--- src/design/dam_pkg.sv ---
// Package with shared constants and types of the dirty area merge block.
package dam_pkg;

  localparam int unsigned MaxAreas = 8;
  localparam int unsigned CoordBits = 11;
  localparam int unsigned IdxBits = $clog2(MaxAreas);
  localparam int unsigned CntBits = $clog2(MaxAreas + 1);
  localparam int unsigned RowsBits = 12;
  localparam int unsigned QueueDepth = 2;

  localparam logic CmdAdd = 1'b0;
  localparam logic CmdFetch = 1'b1;

  localparam logic [0:0] RegRenderMode = 1'b0;
  localparam logic [0:0] RegMaxRows = 1'b1;

  typedef logic [CoordBits-1:0] coord_t;

  typedef struct packed {
    coord_t x1;
    coord_t y1;
    coord_t x2;
    coord_t y2;
  } rect_t;

  typedef struct packed {
    logic  fetch;
    rect_t rect;
  } item_t;

  typedef enum logic [2:0] {
    StIdle,
    StJoinRead,
    StJoinTest,
    StFind,
    StEmit
  } back_state_e;

endpackage

--- src/design/dirty_area_merge_and_band.sv ---
// Top level of the dirty area merge and refresh banding block.
//
// Channel | Direction | Handshake          | Payload
// command | in        | start / busy       | cmd_i, rect_x1_i .. rect_y2_i
// window  | out       | strobe_o, one shot | win_x1_o .. win_y2_o, win_valid_o, win_last_o
// config  | in        | cfg_we_i           | cfg_idx_i, cfg_data_i
//
// An idle back end stores an add, if it holds fewer than eight areas, in the cycle
// after its transfer. The first fetch that finds areas after reset or a last window
// runs the join pass over ordered pairs of areas, which share the single size compare.
// A later fetch goes through the queue, the emit state and the output registers; an
// empty fetch skips the emit state. Reset clears all control state; a two-entry queue
// lets commands arrive while the back end works, and busy holds them off when it is full.
module dirty_area_merge_and_band (
  input  logic            clk_i,
  input  logic            rst_ni,
  input  logic            start,
  output logic            busy,
  input  logic            cmd_i,
  input  dam_pkg::coord_t rect_x1_i,
  input  dam_pkg::coord_t rect_y1_i,
  input  dam_pkg::coord_t rect_x2_i,
  input  dam_pkg::coord_t rect_y2_i,
  input  logic            cfg_we_i,
  input  logic [0:0]      cfg_idx_i,
  input  logic [dam_pkg::RowsBits-1:0] cfg_data_i,
  output logic            strobe_o,
  output dam_pkg::coord_t win_x1_o,
  output dam_pkg::coord_t win_y1_o,
  output dam_pkg::coord_t win_x2_o,
  output dam_pkg::coord_t win_y2_o,
  output logic            win_valid_o,
  output logic            win_last_o
);

  logic                 render_mode_q;
  logic [dam_pkg::RowsBits-1:0] max_rows_q;
  logic                 pop;
  logic                 item_valid;
  dam_pkg::item_t       item;

  always_ff @(posedge clk_i or negedge rst_ni) begin
    if (!rst_ni) begin
      render_mode_q <= 1'b0;
      max_rows_q <= dam_pkg::RowsBits'(16);
    end else if (cfg_we_i) begin
      unique case (cfg_idx_i)
        dam_pkg::RegRenderMode: render_mode_q <= cfg_data_i[0];
        dam_pkg::RegMaxRows: max_rows_q <= cfg_data_i;
        default: ;
      endcase
    end
  end

  dam_front u_front (
    .clk_i, .rst_ni, .start, .cmd_i, .rect_x1_i, .rect_y1_i, .rect_x2_i, .rect_y2_i,
    .busy, .pop_i(pop), .item_valid_o(item_valid), .item_o(item)
  );

  dam_back u_back (
    .clk_i, .rst_ni, .item_valid_i(item_valid), .item_i(item), .pop_o(pop),
    .render_mode_i(render_mode_q), .max_rows_i(max_rows_q), .strobe_o,
    .win_x1_o, .win_y1_o, .win_x2_o, .win_y2_o, .win_valid_o, .win_last_o
  );

endmodule

--- src/design/dam_front.sv ---
// Front end: accepts commands, orders rectangle corners and feeds the item queue.
module dam_front (
  input  logic            clk_i,
  input  logic            rst_ni,
  input  logic            start,
  input  logic            cmd_i,
  input  dam_pkg::coord_t rect_x1_i,
  input  dam_pkg::coord_t rect_y1_i,
  input  dam_pkg::coord_t rect_x2_i,
  input  dam_pkg::coord_t rect_y2_i,
  output logic            busy,
  input  logic            pop_i,
  output logic            item_valid_o,
  output dam_pkg::item_t  item_o
);

  localparam int unsigned PtrBits = $clog2(dam_pkg::QueueDepth);

  dam_pkg::item_t       queue_q [dam_pkg::QueueDepth];
  logic [PtrBits-1:0]   wr_ptr_q, wr_ptr_d, rd_ptr_q, rd_ptr_d;
  logic [PtrBits:0]     fill_q, fill_d;
  logic                 push;
  dam_pkg::item_t       item_in;

  assign busy = (fill_q == (PtrBits+1)'(dam_pkg::QueueDepth));
  assign push = start && !busy;
  assign item_valid_o = (fill_q != '0);
  assign item_o = queue_q[rd_ptr_q];

  always_comb begin
    item_in.fetch = (cmd_i == dam_pkg::CmdFetch);
    item_in.rect.x1 = (rect_x2_i < rect_x1_i) ? rect_x2_i : rect_x1_i;
    item_in.rect.x2 = (rect_x2_i < rect_x1_i) ? rect_x1_i : rect_x2_i;
    item_in.rect.y1 = (rect_y2_i < rect_y1_i) ? rect_y2_i : rect_y1_i;
    item_in.rect.y2 = (rect_y2_i < rect_y1_i) ? rect_y1_i : rect_y2_i;
    wr_ptr_d = push ? wr_ptr_q + PtrBits'(1) : wr_ptr_q;
    rd_ptr_d = pop_i ? rd_ptr_q + PtrBits'(1) : rd_ptr_q;
    fill_d = fill_q + (PtrBits+1)'(push) - (PtrBits+1)'(pop_i);
  end

  always_ff @(posedge clk_i or negedge rst_ni) begin
    if (!rst_ni) begin
      wr_ptr_q <= '0;
      rd_ptr_q <= '0;
      fill_q <= '0;
    end else begin
      wr_ptr_q <= wr_ptr_d;
      rd_ptr_q <= rd_ptr_d;
      fill_q <= fill_d;
    end
  end

  always_ff @(posedge clk_i) begin
    if (push) begin
      queue_q[wr_ptr_q] <= item_in;
    end
  end

endmodule

--- src/design/dam_back.sv ---
// Back end: area store, join pass over area pairs and refresh window emission.
module dam_back (
  input  logic            clk_i,
  input  logic            rst_ni,
  input  logic            item_valid_i,
  input  dam_pkg::item_t  item_i,
  output logic            pop_o,
  input  logic            render_mode_i,
  input  logic [dam_pkg::RowsBits-1:0] max_rows_i,
  output logic            strobe_o,
  output dam_pkg::coord_t win_x1_o,
  output dam_pkg::coord_t win_y1_o,
  output dam_pkg::coord_t win_x2_o,
  output dam_pkg::coord_t win_y2_o,
  output logic            win_valid_o,
  output logic            win_last_o
);

  localparam int unsigned IB = dam_pkg::IdxBits;
  localparam int unsigned CB = dam_pkg::CntBits;
  localparam int unsigned W = dam_pkg::CoordBits;

  dam_pkg::rect_t              store_q [dam_pkg::MaxAreas];
  logic [dam_pkg::MaxAreas-1:0] merged_q, merged_d;
  logic [CB-1:0]               count_q, count_d;
  logic                        join_done_q, join_done_d;
  logic [IB-1:0]               emit_q, emit_d;
  dam_pkg::coord_t             next_row_q, next_row_d;
  logic [CB-1:0]               ia_q, ia_d, ib_q, ib_d;
  dam_pkg::rect_t              ra_q, rb_q;
  logic [2*W+1:0]              box_sz_q, sum_sz_q;
  logic                        touch_q;
  dam_pkg::rect_t              box_q;
  dam_pkg::back_state_e        state_q, state_d;

  dam_pkg::rect_t box;
  dam_pkg::rect_t cur;
  logic [2*W+1:0] box_sz, a_sz, b_sz;
  logic           touch;
  logic           store_wr, store_box;
  logic [W:0]     rows, y2_full;
  dam_pkg::coord_t y1, y2;
  logic           more_rows;
  logic           out_fire, out_empty;
  logic           add_ok;

  assign add_ok = count_q < CB'(dam_pkg::MaxAreas);

  always_comb begin
    box.x1 = (ra_q.x1 < rb_q.x1) ? ra_q.x1 : rb_q.x1;
    box.y1 = (ra_q.y1 < rb_q.y1) ? ra_q.y1 : rb_q.y1;
    box.x2 = (ra_q.x2 > rb_q.x2) ? ra_q.x2 : rb_q.x2;
    box.y2 = (ra_q.y2 > rb_q.y2) ? ra_q.y2 : rb_q.y2;
    touch = ra_q.x1 <= rb_q.x2 && rb_q.x1 <= ra_q.x2 &&
            ra_q.y1 <= rb_q.y2 && rb_q.y1 <= ra_q.y2;
    box_sz = (2*W+2)'({1'b0, box.x2 - box.x1} + (W+1)'(1)) *
             (2*W+2)'({1'b0, box.y2 - box.y1} + (W+1)'(1));
    a_sz = (2*W+2)'({1'b0, ra_q.x2 - ra_q.x1} + (W+1)'(1)) *
           (2*W+2)'({1'b0, ra_q.y2 - ra_q.y1} + (W+1)'(1));
    b_sz = (2*W+2)'({1'b0, rb_q.x2 - rb_q.x1} + (W+1)'(1)) *
           (2*W+2)'({1'b0, rb_q.y2 - rb_q.y1} + (W+1)'(1));
  end

  always_comb begin
    cur = store_q[emit_q];
    rows = (max_rows_i == '0) ? (W+1)'(1) : max_rows_i[W:0];
    y1 = render_mode_i ? next_row_q : cur.y1;
    y2_full = {1'b0, next_row_q} + rows - (W+1)'(1);
    if (!render_mode_i || y2_full > {1'b0, cur.y2}) begin
      y2 = cur.y2;
    end else begin
      y2 = y2_full[W-1:0];
    end
    more_rows = render_mode_i && (y2 < cur.y2);
  end

  always_comb begin
    state_d = state_q;
    unique case (state_q)
      dam_pkg::StIdle: begin
        if (item_valid_i && item_i.fetch && count_q != '0) begin
          state_d = join_done_q ? dam_pkg::StEmit : dam_pkg::StJoinRead;
        end
      end
      dam_pkg::StJoinRead: begin
        if (ia_q >= count_q) begin
          state_d = dam_pkg::StFind;
        end else if (!merged_q[ia_q[IB-1:0]]) begin
          state_d = dam_pkg::StJoinTest;
        end
      end
      dam_pkg::StJoinTest: begin
        if (ib_q >= count_q) begin
          state_d = dam_pkg::StJoinRead;
        end
      end
      dam_pkg::StFind: begin
        if (ia_q >= count_q || !merged_q[ia_q[IB-1:0]]) begin
          state_d = dam_pkg::StEmit;
        end
      end
      dam_pkg::StEmit: state_d = dam_pkg::StIdle;
      default: state_d = dam_pkg::StIdle;
    endcase
  end

  // Each join test reads B, registers the box and sizes, then decides.
  logic [1:0] phase_q, phase_d;

  always_comb begin
    merged_d = merged_q;
    count_d = count_q;
    join_done_d = join_done_q;
    emit_d = emit_q;
    next_row_d = next_row_q;
    ia_d = ia_q;
    ib_d = ib_q;
    phase_d = phase_q;
    store_wr = 1'b0;
    store_box = 1'b0;
    pop_o = 1'b0;
    out_fire = 1'b0;
    out_empty = 1'b0;
    unique case (state_q)
      dam_pkg::StIdle: begin
        if (item_valid_i) begin
          pop_o = 1'b1;
          if (!item_i.fetch) begin
            if (add_ok) begin
              store_wr = 1'b1;
              merged_d[count_q[IB-1:0]] = 1'b0;
              count_d = count_q + CB'(1);
            end
          end else if (count_q == '0) begin
            out_fire = 1'b1;
            out_empty = 1'b1;
          end else begin
            ia_d = '0;
          end
        end
      end
      dam_pkg::StJoinRead: begin
        if (ia_q < count_q) begin
          if (merged_q[ia_q[IB-1:0]]) begin
            ia_d = ia_q + CB'(1);
          end else begin
            ib_d = '0;
            phase_d = 2'd0;
          end
        end else begin
          ia_d = '0;
          join_done_d = 1'b1;
        end
      end
      dam_pkg::StJoinTest: begin
        if (ib_q >= count_q) begin
          ia_d = ia_q + CB'(1);
        end else if (phase_q == 2'd0) begin
          phase_d = 2'd1;
        end else if (phase_q == 2'd1) begin
          phase_d = 2'd2;
        end else begin
          phase_d = 2'd0;
          if (touch_q && !merged_q[ib_q[IB-1:0]] && ib_q != ia_q &&
              box_sz_q < sum_sz_q) begin
            store_box = 1'b1;
            merged_d[ib_q[IB-1:0]] = 1'b1;
          end
          ib_d = ib_q + CB'(1);
        end
      end
      dam_pkg::StFind: begin
        if (ia_q >= count_q || !merged_q[ia_q[IB-1:0]]) begin
          emit_d = ia_q[IB-1:0];
          next_row_d = store_q[ia_q[IB-1:0]].y1;
        end else begin
          ia_d = ia_q + CB'(1);
        end
      end
      dam_pkg::StEmit: begin
        out_fire = 1'b1;
        if (more_rows) begin
          next_row_d = y2 + W'(1);
        end else begin
          ia_d = {1'b0, emit_q} + CB'(1);
        end
      end
      default: ;
    endcase
  end

  // Search for the next unmerged area after the one being emitted.
  logic          nxt_found;
  logic [IB-1:0] nxt_idx;
  always_comb begin
    nxt_found = 1'b0;
    nxt_idx = '0;
    for (int i = dam_pkg::MaxAreas - 1; i >= 0; i--) begin
      if (CB'(i) > {1'b0, emit_q} && CB'(i) < count_q && !merged_q[i]) begin
        nxt_found = 1'b1;
        nxt_idx = IB'(i);
      end
    end
  end

  logic clear;
  assign clear = (state_q == dam_pkg::StEmit) && !more_rows && !nxt_found;

  always_ff @(posedge clk_i or negedge rst_ni) begin
    if (!rst_ni) begin
      state_q <= dam_pkg::StIdle;
      merged_q <= '0;
      count_q <= '0;
      join_done_q <= 1'b0;
      emit_q <= '0;
      next_row_q <= '0;
      ia_q <= '0;
      ib_q <= '0;
      phase_q <= 2'd0;
      strobe_o <= 1'b0;
      win_valid_o <= 1'b0;
      win_last_o <= 1'b0;
    end else begin
      state_q <= state_d;
      ia_q <= ia_d;
      ib_q <= ib_d;
      phase_q <= phase_d;
      strobe_o <= out_fire;
      win_valid_o <= out_fire && !out_empty;
      win_last_o <= clear;
      if (clear) begin
        merged_q <= '0;
        count_q <= '0;
        join_done_q <= 1'b0;
        emit_q <= '0;
        next_row_q <= '0;
      end else if (state_q == dam_pkg::StEmit && !more_rows) begin
        merged_q <= merged_d;
        count_q <= count_d;
        join_done_q <= join_done_d;
        emit_q <= nxt_idx;
        next_row_q <= store_q[nxt_idx].y1;
      end else begin
        merged_q <= merged_d;
        count_q <= count_d;
        join_done_q <= join_done_d;
        emit_q <= emit_d;
        next_row_q <= next_row_d;
      end
    end
  end

  always_ff @(posedge clk_i) begin
    if (store_wr) begin
      store_q[count_q[IB-1:0]] <= item_i.rect;
    end
    if (store_box) begin
      store_q[ia_q[IB-1:0]] <= box_q;
      ra_q <= box_q;
    end else if (state_q == dam_pkg::StJoinRead && ia_q < count_q) begin
      ra_q <= store_q[ia_q[IB-1:0]];
    end
    if (state_q == dam_pkg::StJoinTest && phase_q == 2'd0 && ib_q < count_q) begin
      rb_q <= store_q[ib_q[IB-1:0]];
    end
    touch_q <= touch;
    box_q <= box;
    box_sz_q <= box_sz;
    sum_sz_q <= a_sz + b_sz;
    if (out_fire) begin
      win_x1_o <= out_empty ? '0 : cur.x1;
      win_y1_o <= out_empty ? '0 : y1;
      win_x2_o <= out_empty ? '0 : cur.x2;
      win_y2_o <= out_empty ? '0 : y2;
    end
  end

endmodule

--- config.mk ---
export PLATFORM = sky130hd
export DESIGN_NAME = dirty_area_merge_and_band
export DESIGN_NICKNAME = d
export VERILOG_FILES = /design/src/design/dam_pkg.sv /design/src/design/dirty_area_merge_and_band.sv /design/src/design/dam_front.sv /design/src/design/dam_back.sv
export SDC_FILE = /design/constraint.sdc
export NUM_CORES = 2
export LEC_CHECK = 0
export BUFFER_PORTS_ARGS = -buffer_cell sky130_fd_sc_hd__buf_2
export CAP_MARGIN = 20
export CORE_UTILIZATION = 49
export DETAILED_ROUTE_END_ITERATION = 8
export PLACE_DENSITY = 0.68
export SLEW_MARGIN = 20
export SYNTH_ARGS = -nofsm -noshare
export SYNTH_HDL_FRONTEND = slang
export SYNTH_SLANG_ARGS = --single-unit
--- constraint.sdc ---
create_clock -name clk_i -period 14.55 [get_ports clk_i]
set_input_delay 0 -clock clk_i [delete_from_list [all_inputs] [get_ports clk_i]]
set_output_delay 0 -clock clk_i [all_outputs]
set_load 0.05 [all_outputs]
==> impl_metrics.json <==
{
  "status": "completed",
  "yosys_register_bits": 727,
  "synthXorXnorAreaFrac": 0.0248,
  "synthAdderAreaFrac": 0.218,
  "viasPerCell": 6.07,
  "worstPathBufferInverterCount": 6,
  "syn_to_final_growth_pct": 10.5,
  "cts_setup_buffers": 0,
  "arrival_ns": 10.72,
  "clk_pin_slew_ns": 0.07,
  "grt_overflow": 0,
  "min_period_over_period": 0.700,
  "n_fill_cell": 9576,
  "clock_skew_ns": 0.0385,
  "setup_tns_ns": 0,
  "gp_congestion": 0.954,
  "min_path_type": "in2async",
  "htreeDepth": 3,
  "r2r_start": "u_back.ra_q[0]$_DFFE_PP_",
  "grt_max_degree": 67,
  "final_nets": 6041,
  "cp_slowest_cell": "xor2_1",
  "setup_violations": 0,
  "synthMuxAreaShare": 0.120,
  "cts_buffer_depth": 3,
  "drive_gt1_frac": 0.144,
  "cts_tree": "done",
  "reg2regPathDepth": 33,
  "io_buffers": 109,
  "max_slew.worst_pin.slew_ns": 1.11,
  "cts_root_buffer": "clkbuf_16",
  "setup_ws_ns": 4.36,
  "yosysWarnings": 0,
  "rsz0062_at_grt": "false",
  "dp_hpwl_um": 116000,
  "criticalPathCategory": "reg2reg",
  "rr_endpoint": "u_back.sum_sz_q[23]$_DFF_P_",
  "rows": 123,
  "die_area_um2": 116000,
  "grt_pass1_wl_um": 249000,
  "track_usage": 0.282,
  "hold_buffers": 81,
  "die_x_um": 340,
  "path_common_cell": "fa_1",
  "max_freq_mhz": 98.1,
  "start_kind": "register",
  "crit_start": "u_back.ra_q[0]$_DFFE_PP_",
  "drcViolationCount": 0,
  "vias": 41173,
  "synth_area_um2": 56100,
  "cts_buffers": 81,
  "drv_cap": 0,
  "synth_compound_area_frac": 0.0976,
  "register_area_um2": 20600,
  "synthFlopType": "edfxtp_1",
  "synthSimpleGateAreaFrac": 0.110,
  "final_util": 0.549,
  "critPathMaxFanout": 12,
  "r2r_slack_ns": 4.36,
  "place_ws_ns": 4.45,
  "drt.antenna.violating_nets": 0,
  "synth_edf_count": 574,
  "finalHoldViolCount": 0,
  "syn_nets": 5898,
  "slew_viol_final": 0,
  "final_cell_mix": "688 x inv_1, 574 x edfxtp_1, 444 x nand2_1",
  "crit_required_ns": 15.08,
  "insertion_delay_ns": 0.67,
  "cts_sinks": 727,
  "core-area_um2": 113000,
  "syn_inst": 5066,
  "antenna_found_initial": 5,
  "start_util": 0.497,
  "io_pins": 110,
  "dr.pass1.iters": 6,
  "multiInputGateArea_um2": 32300,
  "postCtsResizedCells": 0,
  "drt_iter0_markers": 4372,
  "max_stage_delay_ns": 0.73,
  "period_needed_ns": 10.19,
  "totalWireLength_um": 164000,
  "crit_family": "adder cells",
  "synthDistinctLibCells": 88,
  "relSlewSlack": 0.254,
  "drt-wirelength-per-cell_um": 24.1,
  "synth_top_family_by_area": "adder cells",
  "grt_pass1_vias": 41562,
  "chipHeight_um": 340,
  "end_kind": "register",
  "ys_seq_area_frac": 0.367,
  "synth_area_per_cell_um2": 11.1,
  "async_reset_ff_frac": 0.0825,
  "final_common_cell": "inv_1"
}
Yosys cell counts, types with 97 or more instances:
master    number  share of area
edfxtp_1     574           0.31
mux4_2       178          0.071
a22oi_1      186          0.025
nor2_1       277          0.019
o21ai_0      126          0.011
mux2_2       196          0.039
a21oi_1      130          0.012
clkbuf_1     161          0.011
ha_1         421          0.094
nand2_1      444          0.030
inv_1        689          0.046
fa_1         349           0.12
and2_1        97          0.011
kinds of logic after synthesis:
group	after synthesis
compound gates	796
fa+ha+maj	770
simple gates	1281
xor+xnor	159
flops	727
mux	427
buf+inv	906
sequential cells by signal, indices dropped and copies added, names as in the netlist, 2 cells and up:
register and count:
u_back.store_q 352, u_front.queue_q 90, u_back.box_q 44, u_back.ra_q 44, u_back.rb_q 44, u_back.box_sz_q 24
u_back.sum_sz_q 24, max_rows_q 12, u_back.next_row_q 11, u_back.win_x1_o 11, u_back.win_x2_o 11, u_back.win_y1_o 11
u_back.win_y2_o 11, u_back.merged_q 8, u_back.count_q 4, u_back.ia_q 4, u_back.ib_q 4, u_back.emit_q 3
u_back.state_q 3, u_back.phase_q 2, u_front.fill_q 2
worst max path at each step:
stage	end	cells after the start	slack (ns)
2_1_floorplan	u_back.sum_sz_q[23]$_DFF_P_	35	5.34
3_3_place_gp	u_back.box_sz_q[23]$_DFF_P_	34	4.60
3_5_place_dp	u_back.sum_sz_q[23]$_DFF_P_	34	4.45
4_1_cts	u_back.box_sz_q[23]$_DFF_P_	35	4.44
5_1_grt	u_back.box_sz_q[23]$_DFF_P_	37	3.71
6_report	u_back.sum_sz_q[23]$_DFF_P_	33	4.36
worst register-to-register path: cells and delay by family, from the launching register on:
| kind | cells | cell delay [ns] |
|---|---|---|
| AO/OA/AOI/OAI | 10 | 2.41 |
| flip-flops | 1 | 0.42 |
| AND/OR/NAND/NOR | 4 | 1.71 |
| XOR/XNOR | 3 | 1.00 |
| adder cells (fa/ha/maj) | 10 | 4.14 |
| buffers and inverters | 6 | 0.38 |
layout make-up:
cell class	count	area share
multi-input cells	3433	0.520
flip-flops and latches	727	0.333
diodes	3	0.000121
clock buffers	105	0.0355
well taps	1500	0.0303
inverters	690	0.0418
clock inverters	44	0.00752
repair buffers	276	0.0323
layer usage:
| metal | wire length, um | track usage |
|---|---|---|
| met1 | 64500 | 0.373 |
| met2 | 76800 | 0.453 |
| met3 | 14100 | 0.0457 |
| met4 | 8200 | 0.139 |
| met5 | 0 | 0 |
per-stage QoR:
step	hold WS, ns	std cells	instance area, um^2
after floorplan	-0.296	5066	56100
after global placement	0.219	6545	58500
after detailed placement	0.217	6545	58500
after CTS	0.0253	6775	62000
after global routing	0.113	6775	62000
final	0.0342	6778	62000
Power is not shown: default switching activity piles up to over one toggle a cycle in this logic, so the estimate is an artifact.
